[src/rtl/core/iwq_pkg.sv]
// Package for the int8 weight quantizer: payload, configuration, job and
// handshake structs, register indexes and a shared arithmetic helper.
// No dependencies.
package iwq_pkg;

   localparam int CNT_W = 7;
   localparam int QSCALE = 127;

   localparam logic [2:0] CSR_IN_SCALE         = 3'd0;
   localparam logic [2:0] CSR_INPUT_ZERO       = 3'd1;
   localparam logic [2:0] CSR_OUTPUT_INV_SCALE = 3'd2;
   localparam logic [2:0] CSR_OUTPUT_ZERO      = 3'd3;
   localparam logic [2:0] CSR_SUM_SCALE        = 3'd4;
   localparam logic [2:0] CSR_SUM_ZERO         = 3'd5;
   localparam logic [2:0] CSR_MODE             = 3'd6;

   localparam int MODE_BIAS  = 0;
   localparam int MODE_FLOAT = 1;
   localparam int MODE_SUM   = 2;

   typedef struct packed {
      logic signed [31:0] weight;
      logic signed [31:0] bias;
      logic               last_weight;
   } req_type;

   typedef struct packed {
      logic signed [7:0]  quant_weight;
      logic [31:0]        channel_scale;
      logic signed [47:0] compensation;
      logic               zero_channel;
      logic               last_result;
   } rsp_type;

   typedef struct packed {
      logic [31:0] in_scale;
      logic [7:0]  input_zero;
      logic [31:0] output_inv_scale;
      logic [7:0]  output_zero;
      logic [31:0] sum_scale;
      logic [7:0]  sum_zero;
      logic [2:0]  mode;
   } cfg_type;

   typedef struct packed {
      logic             bank;
      logic [CNT_W-1:0] count;
      logic [31:0]      absmax;
      logic [31:0]      bias;
   } job_type;

   typedef struct packed {
      logic             en;
      logic             bank;
      logic [CNT_W-1:0] idx;
      logic [31:0]      data;
   } wr_type;

   typedef struct packed {
      logic valid;
      logic bank;
   } done_type;

   function automatic logic [31:0] mag32(input logic [31:0] v);
      return v[31] ? (~v + 32'd1) : v;
   endfunction

endpackage

[src/rtl/core/iwq_queue.sv]
// Two-entry job queue between front and back end. Depends on iwq_pkg.
module iwq_queue (
   input  logic             clock,
   input  logic             reset,
   input  logic             push,
   input  iwq_pkg::job_type push_job,
   input  logic             pop,
   output logic             head_valid,
   output iwq_pkg::job_type head_job
);
   import iwq_pkg::*;

   job_type    slot_ff [2];
   logic       wp_ff, wp_in;
   logic       rp_ff, rp_in;
   logic [1:0] cnt_ff, cnt_in;

   assign head_valid = cnt_ff != 2'd0;
   assign head_job   = slot_ff[rp_ff];

   always_comb begin
      wp_in  = push ? !wp_ff : wp_ff;
      rp_in  = pop ? !rp_ff : rp_ff;
      cnt_in = cnt_ff + 2'(push) - 2'(pop);
   end

   always_ff @(posedge clock) begin
      if (push) begin
         slot_ff[wp_ff] <= push_job;
      end
   end

   always_ff @(posedge clock) begin
      if (reset) begin
         wp_ff  <= 1'b0;
         rp_ff  <= 1'b0;
         cnt_ff <= '0;
      end else begin
         wp_ff  <= wp_in;
         rp_ff  <= rp_in;
         cnt_ff <= cnt_in;
      end
   end

endmodule

[config.mk]
export PLATFORM = sky130hd
export DESIGN_NAME = iwq_queue
export DESIGN_NICKNAME = d
export VERILOG_FILES = /design/src/rtl/core/iwq_pkg.sv /design/src/rtl/core/iwq_queue.sv
export SDC_FILE = /design/constraint.sdc
export NUM_CORES = 1
export LEC_CHECK = 0
export BUFFER_PORTS_ARGS = -buffer_cell sky130_fd_sc_hd__buf_2
export CORE_MARGIN = 8
export CORE_UTILIZATION = 47
export DETAILED_ROUTE_END_ITERATION = 6
export PLACE_DENSITY = 0.86
export SYNTH_ARGS = -nofsm -noshare
export SYNTH_HDL_FRONTEND = slang
export SYNTH_SLANG_ARGS = --single-unit
export TNS_END_PERCENT = 30
[constraint.sdc]
create_clock -name clock -period 4.01 [get_ports clock]
set_input_delay 0.401 -clock clock [delete_from_list [all_inputs] [get_ports clock]]
set_output_delay 0.401 -clock clock [all_outputs]
set_load 0.01 [all_outputs]
==> flow_summary_export.csv <==
group,metric,value,unit
run_status,run_status,"complete, no violations",
clock_network,cts_made_buffers,17,
logic_synthesis,yosysTopAreaCell,"edfxtp_1",
floorplanning,core-area,12000,um^2
clock_network,cts-root-to-sink-buffers,2,
setup_path,worst_setup_path_start_kind,"flip-flop",
sta,worst_pin_slew,0.996,ns
floorplanning,placementRows,40,
power,worst_ir_drop_vdd,0.000327,V
sta,setup_repair_after_global_routing_missed_its_margin,"no",
worst_hold_path,worstHoldEndpoint,"slot_ff[1][63]",
sta,setup_violations,0,
sta,final.setup_skew,0.0122,ns
logic_synthesis,synth_seq_area_share,76.8,%
route,first_iter_violations,142,
setup_path,critPathArrivalTime,2.12,ns
finish,drive_gt1_share,61.1,%
logic_synthesis,postSynthNetCount,322,
global_routing,grt_antenna_before_repair,0,
sta,post-route-min-period,2.52,ns
setup_path,criticalPathCategory,"flip-flop to output pin",
logic_synthesis,synth_cell_type_count,14,
sta,timing_max_transition_violations_final,0,
route,drt_pre_antenna_iters,4,
sta,final_worst_path_cycle_share,62.9,%
setup_path,crit_fanout,34,
logic_synthesis,syn-cell-area,5760,um^2
route,detail_route.wl_per_cell,17.7,um
setup_path,rr_endpoint,"slot_ff[1][46]",
global_routing,globalRouteTotalUtil,12.7,%
power,power-per-cell-area,545,nW/um^2
logic_synthesis,yosys_register_bits,149,
clock_network,cts-hold-fix-buffers,0,
logic_synthesis,ys.warnings.count,0,
setup_path,reg2reg_depth,1,
setup_path,worstPathRequired,3.61,ns
global_routing,grt_max_degree,73,
finish,insertedDiodeCount,0,
global_routing,grt-ovfl-total,0,
logic_synthesis,postSynthCellCount,244,
finish,filler_free_cell_count_of_the_finished_design,566,
sta,hold_violations,0,
setup_path,reg2reg_slack,2.33,ns
global_routing,first_global_vias,3054,
route,final_antenna_net_count,0,
worst_hold_path,worstHoldPathType,"input pin to flip-flop",
logic_synthesis,post-synth-top-area-fraction,75.0,%
setup_path,critical_path.reg2reg.startpoint,"wp_ff",
route,vias,2741,
route,drt-total-wl,10000,um
placed_design,post-dp-hpwl,6830,um
floorplanning,die-width,127,um
clock_network,cts.repair_timing.setup_buffer_count,0,
clock_network,number_of_clock_sinks,149,
floorplanning,floorplan.io_pins,149,
finish,design.final.nets,484,
power,power.static_leakage,2.90,nW
setup_path,cp-end-kind,"output pin",
floorplanning,initial_core_util,48.0,%
logic_synthesis,synth_area_per_cell,23.6,um^2
finish,synthToLayoutAreaGrowth,25.2,%
run,maxCapViolations,0,
clock_network,cts_tree,"done",
worst_hold_path,min_path_cells,1,
clock_network,h-tree-depth,4,
placed_design,dp_cell_count,534,
route,vias_per_cell,4.84,
clock_network,clk_pin_slew,0.06,ns
floorplanning,dieArea,16100,um^2
logic_synthesis,ys_top_cells_by_count,"edfxtp_1, mux2_4, buf_12",
clock_network,post_cts.resized_instances,0,
sta,fmax,396,MHz
logic_synthesis,synth_edf_count,144,
worst_hold_path,holdCritStartpoint,"push_job[63]",
global_routing,grt_pass1_wl,15600,um
placed_design,io_buffers,148,
sta,relSlewSlack,33.6,%
logic_synthesis,synth_area_leaders,"edfxtp_1, mux2_4, buf_12",
sta,timing.setup.tns,0,ns
logic_synthesis,synthFlopType,"edfxtp_1",
logic_synthesis,synth.most_common_cell,"edfxtp_1",
logic_synthesis,asyncSetResetFlopFracSynth,0,%
placed_design,finalWeightedCongestion,0.659,
floorplanning,die-height,127,um
route,drc,0,
clock_network,clock_insertion_delay_worst_skew,0.41,ns
clock_network,cts_root_buf,"clkbuf_16",
[cells in the final DEF (no fill, tap or decap), types with 3 or more instances in the layout]
| cell type | count |
|---|---|
| clkbuf_16 | 17 |
| dfxtp_1 | 4 |
| nor2_1 | 4 |
| buf_2 | 148 |
| clkinv_2 | 3 |
| edfxtp_1 | 144 |
| clkbuf_8 | 3 |
| clkbuf_1 | 3 |
| mux2_4 | 70 |
| bufinv_16 | 4 |
[worst max-delay path, cell delays in order, from the launching register on]
cell and delay, ns:
dfxtp_4 0.75, buf_4 0.46, mux2_4 0.34, buf_2 0.14
[power breakdown]
| part | leakage [nW] | internal (mW) | total [mW] | switching (mW) |
|---|---|---|---|---|
| Clock | 0.303 | 1.09 | 1.65 | 0.559 |
| Sequential | 1.39 | 1.82 | 1.86 | 0.0431 |
| Combinational | 1.20 | 0.229 | 0.424 | 0.194 |
[metrics by stage]
step	setup slack (ns)	area [um^2]	hold WS, ns	power (mW)	utilization (%)
after floorplan	1.29	5760	0.473	2.18	-
after global placement	1.91	6580	0.493	2.31	54.8
after detailed placement	1.88	6580	0.508	2.33	54.8
after CTS	1.44	7210	0.154	3.98	60.0
after global routing	1.37	7210	0.157	4.07	60.0
final	1.49	7210	0.174	3.93	60.0
[layer usage]
metal / vias to the layer above / part of all wire, % / GRT usage [%]
li1: 1286 / - / -
met1: 1336 / 40 / 14.2
met2: 106 / 50 / 20.7
met3: 13 / 8.2 / 5.53
met4: 0 / 1.4 / 5.74
met5: - / 0 / 0
[registers in the layout, summed over array words and instances (netlist names), named ones only]
name     cells
cnt_ff       2
wp_ff        1
rp_ff        1
slot_ff    144
[how the worst max path moves through the flow]
stage          slack [ns]             to      start
2_1_floorplan        1.29  slot_ff[0][0]       push
3_3_place_gp         1.91   head_job[44]  flip-flop
3_5_place_dp         1.88   head_job[34]  flip-flop
4_1_cts              1.44   head_job[34]  flip-flop
5_1_grt              1.37   head_job[50]  flip-flop
6_report             1.49   head_job[34]  flip-flop
[logic make-up (layout without fill, tap and decap cells)]
kind of cell | after synthesis | in the layout | share of synthesized area (%)
DFF | 149 | 149 | 76.8
buffers and inverters | 10 | 185 | 2.76
adders and majority gates | 2 | 2 | 0.434
muxes | 72 | 72 | 18.6
xor gates and xnor gates | 3 | 3 | 0.695
and+or+nand+nor | 8 | 8 | 0.695
[area by class of cell]
type | count | area (um^2)
Sequential cell | 149 | 4430
Timing Repair Buffer | 151 | 776
Clock buffer | 23 | 478
Fill cell | 874 | 4800
Inverter | 2 | 7.51
Tap cell | 147 | 184
Clock inverter | 9 | 150
Multi-Input combinational cell | 85 | 1190
Note: power is estimated with default switching activity, not from simulation.
