$ cat src/rtl/core/iwq_pkg.sv
// Package for the int8 weight quantizer: payload, configuration, job and
// handshake structs, register indexes and a shared arithmetic helper.
// No dependencies.
package iwq_pkg;

   localparam int CNT_W = 7;
   localparam int QSCALE = 127;

   localparam logic [2:0] CSR_IN_SCALE         = 3'd0;
   localparam logic [2:0] CSR_INPUT_ZERO       = 3'd1;
   localparam logic [2:0] CSR_OUTPUT_INV_SCALE = 3'd2;
   localparam logic [2:0] CSR_OUTPUT_ZERO      = 3'd3;
   localparam logic [2:0] CSR_SUM_SCALE        = 3'd4;
   localparam logic [2:0] CSR_SUM_ZERO         = 3'd5;
   localparam logic [2:0] CSR_MODE             = 3'd6;

   localparam int MODE_BIAS  = 0;
   localparam int MODE_FLOAT = 1;
   localparam int MODE_SUM   = 2;

   typedef struct packed {
      logic signed [31:0] weight;
      logic signed [31:0] bias;
      logic               last_weight;
   } req_type;

   typedef struct packed {
      logic signed [7:0]  quant_weight;
      logic [31:0]        channel_scale;
      logic signed [47:0] compensation;
      logic               zero_channel;
      logic               last_result;
   } rsp_type;

   typedef struct packed {
      logic [31:0] in_scale;
      logic [7:0]  input_zero;
      logic [31:0] output_inv_scale;
      logic [7:0]  output_zero;
      logic [31:0] sum_scale;
      logic [7:0]  sum_zero;
      logic [2:0]  mode;
   } cfg_type;

   typedef struct packed {
      logic             bank;
      logic [CNT_W-1:0] count;
      logic [31:0]      absmax;
      logic [31:0]      bias;
   } job_type;

   typedef struct packed {
      logic             en;
      logic             bank;
      logic [CNT_W-1:0] idx;
      logic [31:0]      data;
   } wr_type;

   typedef struct packed {
      logic valid;
      logic bank;
   } done_type;

   function automatic logic [31:0] mag32(input logic [31:0] v);
      return v[31] ? (~v + 32'd1) : v;
   endfunction

endpackage

$ cat src/rtl/core/iwq_front.sv
// Front end: accepts weight transactions, builds store writes, tracks the
// running absmax and issues one job per channel. Depends on iwq_pkg.
module iwq_front #(
   parameter int MAX_WEIGHTS = 64
) (
   input  logic             clock,
   input  logic             reset,
   input  logic             req_valid,
   output logic             req_ready,
   input  iwq_pkg::req_type req_data,
   input  iwq_pkg::done_type done,
   output iwq_pkg::wr_type  wr,
   output logic             push,
   output iwq_pkg::job_type push_job
);
   import iwq_pkg::*;

   logic             bank_ff, bank_in;
   logic [1:0]       busy_ff, busy_in;
   logic [CNT_W-1:0] count_ff, count_in;
   logic [31:0]      absmax_ff, absmax_in;
   logic             accept, room;
   logic [31:0]      wmag;
   logic [CNT_W-1:0] count_nx;
   logic [31:0]      absmax_nx;

   assign req_ready = !busy_ff[bank_ff];
   assign accept    = req_valid && req_ready;
   assign room      = count_ff < CNT_W'(MAX_WEIGHTS);
   assign wmag      = mag32(req_data.weight);
   assign count_nx  = room ? count_ff + CNT_W'(1) : count_ff;
   assign absmax_nx = (room && wmag > absmax_ff) ? wmag : absmax_ff;

   always_comb begin
      wr.en   = accept && room;
      wr.bank = bank_ff;
      wr.idx  = count_ff;
      wr.data = req_data.weight;
      push    = accept && req_data.last_weight;
      push_job.bank   = bank_ff;
      push_job.count  = count_nx;
      push_job.absmax = absmax_nx;
      push_job.bias   = req_data.bias;
   end

   always_comb begin
      bank_in   = bank_ff;
      busy_in   = busy_ff;
      count_in  = count_ff;
      absmax_in = absmax_ff;
      if (done.valid) begin
         busy_in[done.bank] = 1'b0;
      end
      if (accept) begin
         count_in  = count_nx;
         absmax_in = absmax_nx;
         if (req_data.last_weight) begin
            count_in  = '0;
            absmax_in = '0;
            busy_in[bank_ff] = 1'b1;
            bank_in   = !bank_ff;
         end
      end
   end

   always_ff @(posedge clock) begin
      if (reset) begin
         bank_ff   <= 1'b0;
         busy_ff   <= '0;
         count_ff  <= '0;
         absmax_ff <= '0;
      end else begin
         bank_ff   <= bank_in;
         busy_ff   <= busy_in;
         count_ff  <= count_in;
         absmax_ff <= absmax_in;
      end
   end

endmodule

$ cat config.mk
export PLATFORM = sky130hd
export DESIGN_NAME = iwq_front
export DESIGN_NICKNAME = d
export VERILOG_FILES = /design/src/rtl/core/iwq_pkg.sv /design/src/rtl/core/iwq_front.sv
export SDC_FILE = /design/constraint.sdc
export NUM_CORES = 1
export LEC_CHECK = 0
export BUFFER_PORTS_ARGS = -buffer_cell sky130_fd_sc_hd__buf_2
export CORE_MARGIN = 4
export CORE_UTILIZATION = 40
export DETAILED_ROUTE_END_ITERATION = 12
export GPL_TIMING_DRIVEN = 0
export PLACE_DENSITY = 0.72
export SYNTH_ARGS = -nofsm -noshare
export SYNTH_HDL_FRONTEND = slang
export SYNTH_SLANG_ARGS = --single-unit
export TNS_END_PERCENT = 50
$ cat constraint.sdc
create_clock -name clock -period 5.4 [get_ports clock]
set_input_delay 0.54 -clock clock [delete_from_list [all_inputs] [get_ports clock]]
set_output_delay 0.54 -clock clock [all_outputs]
set_load 0.005 [all_outputs]
==> impl_metrics.toml <==
[layout]
nets = 743
fill_cells = 912
area_growth_pct = 26.9
design_area_mm2 = 0.00491
diodes = 0
final_layout_size_suffix_gt1_share_pct = 38.8
fin_util_pct = 52.7

[place]
io_buffers = 152
routabilityCongestion = 0.867
placed_area_mm2 = 0.00479
hpwl_mm = 8.52

[yosys]
syn_inst = 478
synth_nets = 582
synthArstFlopShare_pct = 0
yosysWarnings = 0
synth_seq_cells = 42
postSynthAreaPerCell_um2 = 8.10
synth_edf_count = 0
synth_area_mm2 = 0.00387
synth-main-ff-cell = "dfxtp_1"
ys_seq_area_share_pct = 21.7
synth_cell_type_count = 54

[drt]
post-route-drc-count = 0
vias = 3757
firstDrtPassIters = 6
avgRoutedWirePerCell_um = 13.5
viasPerCell = 4.89
first_iter_violations = 176
ant_nets = 0
wl_mm = 10.4

[worst_setup_path]
critPathArrivalTime_ns = 4.51
crit_type = "input port to output port"
cp-end-kind = "output port"
startpoint_type = "input port"
crit_required_ns = 4.86
cp_max_fo = 10

[pwr]
p_per_area_mw_per_mm2 = 202
p_seq_share_pct = 33.5
swShare_pct = 35.7
clockPowerShare_pct = 22.3
power_frac_comb_pct = 44.2
internal-power_uw = 637
vdd_ir_drop_max_mv = 0.0956
p_sw_uw = 354
p_leak_uw = 0.00236

[sta]
hold_viol_final = 0
whs_ns = 0.488
max-slew-margin-rel_pct = 62.4
max_freq_mhz = 198
drv_slew = 0
final.min_clock_period_ns = 5.05
finalClockSkew_ns = 0.00561
tightest_slew_ns = 0.565
setup_viol = 0
grt_setup_unrepaired = "false"
min_period_over_period_pct = 93.5

[die]
initial_core_util_pct = 41.5
die_w_um = 106
core_area_mm2 = 0.00933
design.die.area_mm2 = 0.0113
io_pins = 185
rows = 35
die_y_um = 106

[global_route]
grt.overflow.total = 0
antenna_found_initial = 0
grt_pass1_vias = 3553
grt_max_degree = 14
grt_first_pass_wirelength_mm = 16.4
grt_use_total_pct = 17.4

[cts]
htreeDepth = 2
cts.clk_slew.worst_paths_ns = 0.08
numCtsBuffers = 5
clock_latency_ns = 0.30
clock_tree.buffer_depth = 2
cts.sinks = 42
cts_tree = "yes"
root_buffer = "clkbuf_8"

[job]
cap_violations = 0

[status]
status = "complete, no violations"

[worst_hold_path]
hold_path_class = "flip-flop to flip-flop"
cells in the mapped netlist (7+ instances only):
library cell	n	area share (%)
buf_4	69	13
nand3_1	7	0.90
nor2_1	17	1.6
dfxtp_1	42	22
ha_1	34	11
clkbuf_1	11	1.1
mux2i_1	33	8.5
o21ai_0	11	1.4
inv_1	64	6.2
xnor2_1	27	6.1
o22ai_1	32	5.2
nand2_1	21	2.0
a21oi_1	18	2.3
nand4_1	7	1.1
worst paths after layout:
check	slack (ns)	endpoint	from	cells past startpoint
max	0.35	push_job[33]	req_data[33]	19
min	0.49	busy_ff[0]	busy_ff[0]	2
max reg2reg	2.49	absmax_ff[5]	absmax_ff[15]	9
min reg2reg	0.49	busy_ff[0]	busy_ff[0]	2
what timing repair did:
| action | in CTS | in global routing |
|---|---|---|
| hold buffers | 0 | 0 |
| endpoints found under the setup margin | 1 | 30 |
| gates resized for setup | 1 | 1 |
| setup buffers | 0 | 2 |
logic make-up after synthesis:
kind of cell	after synthesis	synth area share [%]
buffers and inverters	150	21.3
adders and majority gates	34	11.0
and+or+nand+nor	84	12.1
AOI/OAI and AO/OA	99	16.8
xor gates and xnor gates	35	8.30
DFF	42	21.7
muxes	34	8.82
routing by layer:
layer	global-route usage (%)	vias up	share of wire, %
met4	4.44	0	1.2
met5	0	-	0
met1	22.0	1687	43
met3	3.10	11	6.6
li1	-	1919	-
met2	30.5	140	49
worst max-delay path, cell delays in order:
cell and delay, ns:
buf_2 0.12, inv_1 0.13, ha_1 0.23, nor3b_1 0.19, nand4_1 0.11, buf_4 0.19
or3_1 0.34, o31ai_2 0.22, xor2_1 0.28, inv_1 0.08, ha_1 0.30, nand4_1 0.21
nor3_1 0.09, a22oi_1 0.17, o211ai_1 0.20, o21ai_2 0.35, buf_4 0.31, mux2i_1 0.28
buf_2 0.16
layout by cell type (no fill, tap or decap), types with 5 or more instances in the layout:
| master | instances |
|---|---|
| nand3_1 | 7 |
| dfxtp_1 | 42 |
| nand2_1 | 21 |
| clkbuf_8 | 6 |
| buf_4 | 71 |
| clkbuf_1 | 11 |
| ha_1 | 34 |
| mux2i_1 | 33 |
| xor2_1 | 6 |
| o31ai_1 | 5 |
| o22ai_1 | 32 |
| inv_1 | 64 |
| xnor2_1 | 27 |
| a21oi_1 | 18 |
| o21ai_0 | 11 |
| nor2_1 | 17 |
| nand4_1 | 7 |
| buf_2 | 153 |
| nor4_1 | 5 |
per-stage QoR:
stage / std cells / worst slack, ns / total power (µW) / setup TNS [ns]
2_1_floorplan: 478 / 1.12 / 615 / 0
3_3_place_gp: 759 / 0.157 / 768 / 0
3_5_place_dp: 759 / -0.0169 / 779 / -0.0228
4_1_cts: 767 / 0.145 / 999 / 0
5_1_grt: 769 / 0.0355 / 1060 / 0
6_report: 769 / 0.354 / 991 / 0
state kept, by name, summed over array words and instances (netlist names):
signal / flops
absmax_ff: 32
count_ff: 7
busy_ff: 2
bank_ff: 1
area by class of cell:
cell class / count / area [µm²] / share of cell area [%]
plain buffers: 82 / 568 / 11.6
clock buffers: 6 / 82.6 / 1.68
clock inverters: 2 / 12.5 / 0.255
inverters: 68 / 255 / 5.19
multi-input cells: 286 / 2220 / 45.1
flip-flops and latches: 42 / 841 / 17.1
well taps: 129 / 161 / 3.28
repair buffers: 154 / 776 / 15.8
power by group through the flow:
stage / combinational (µW) / sequential (µW) / clock [µW]
floorplan: 277 / 338 / 0
global placement: 430 / 339 / 0
detailed placement: 439 / 339 / 0
CTS: 441 / 332 / 226
global route: 490 / 334 / 237
finish: 438 / 332 / 221
No activity file was read; power rests on OpenSTA's default activity.
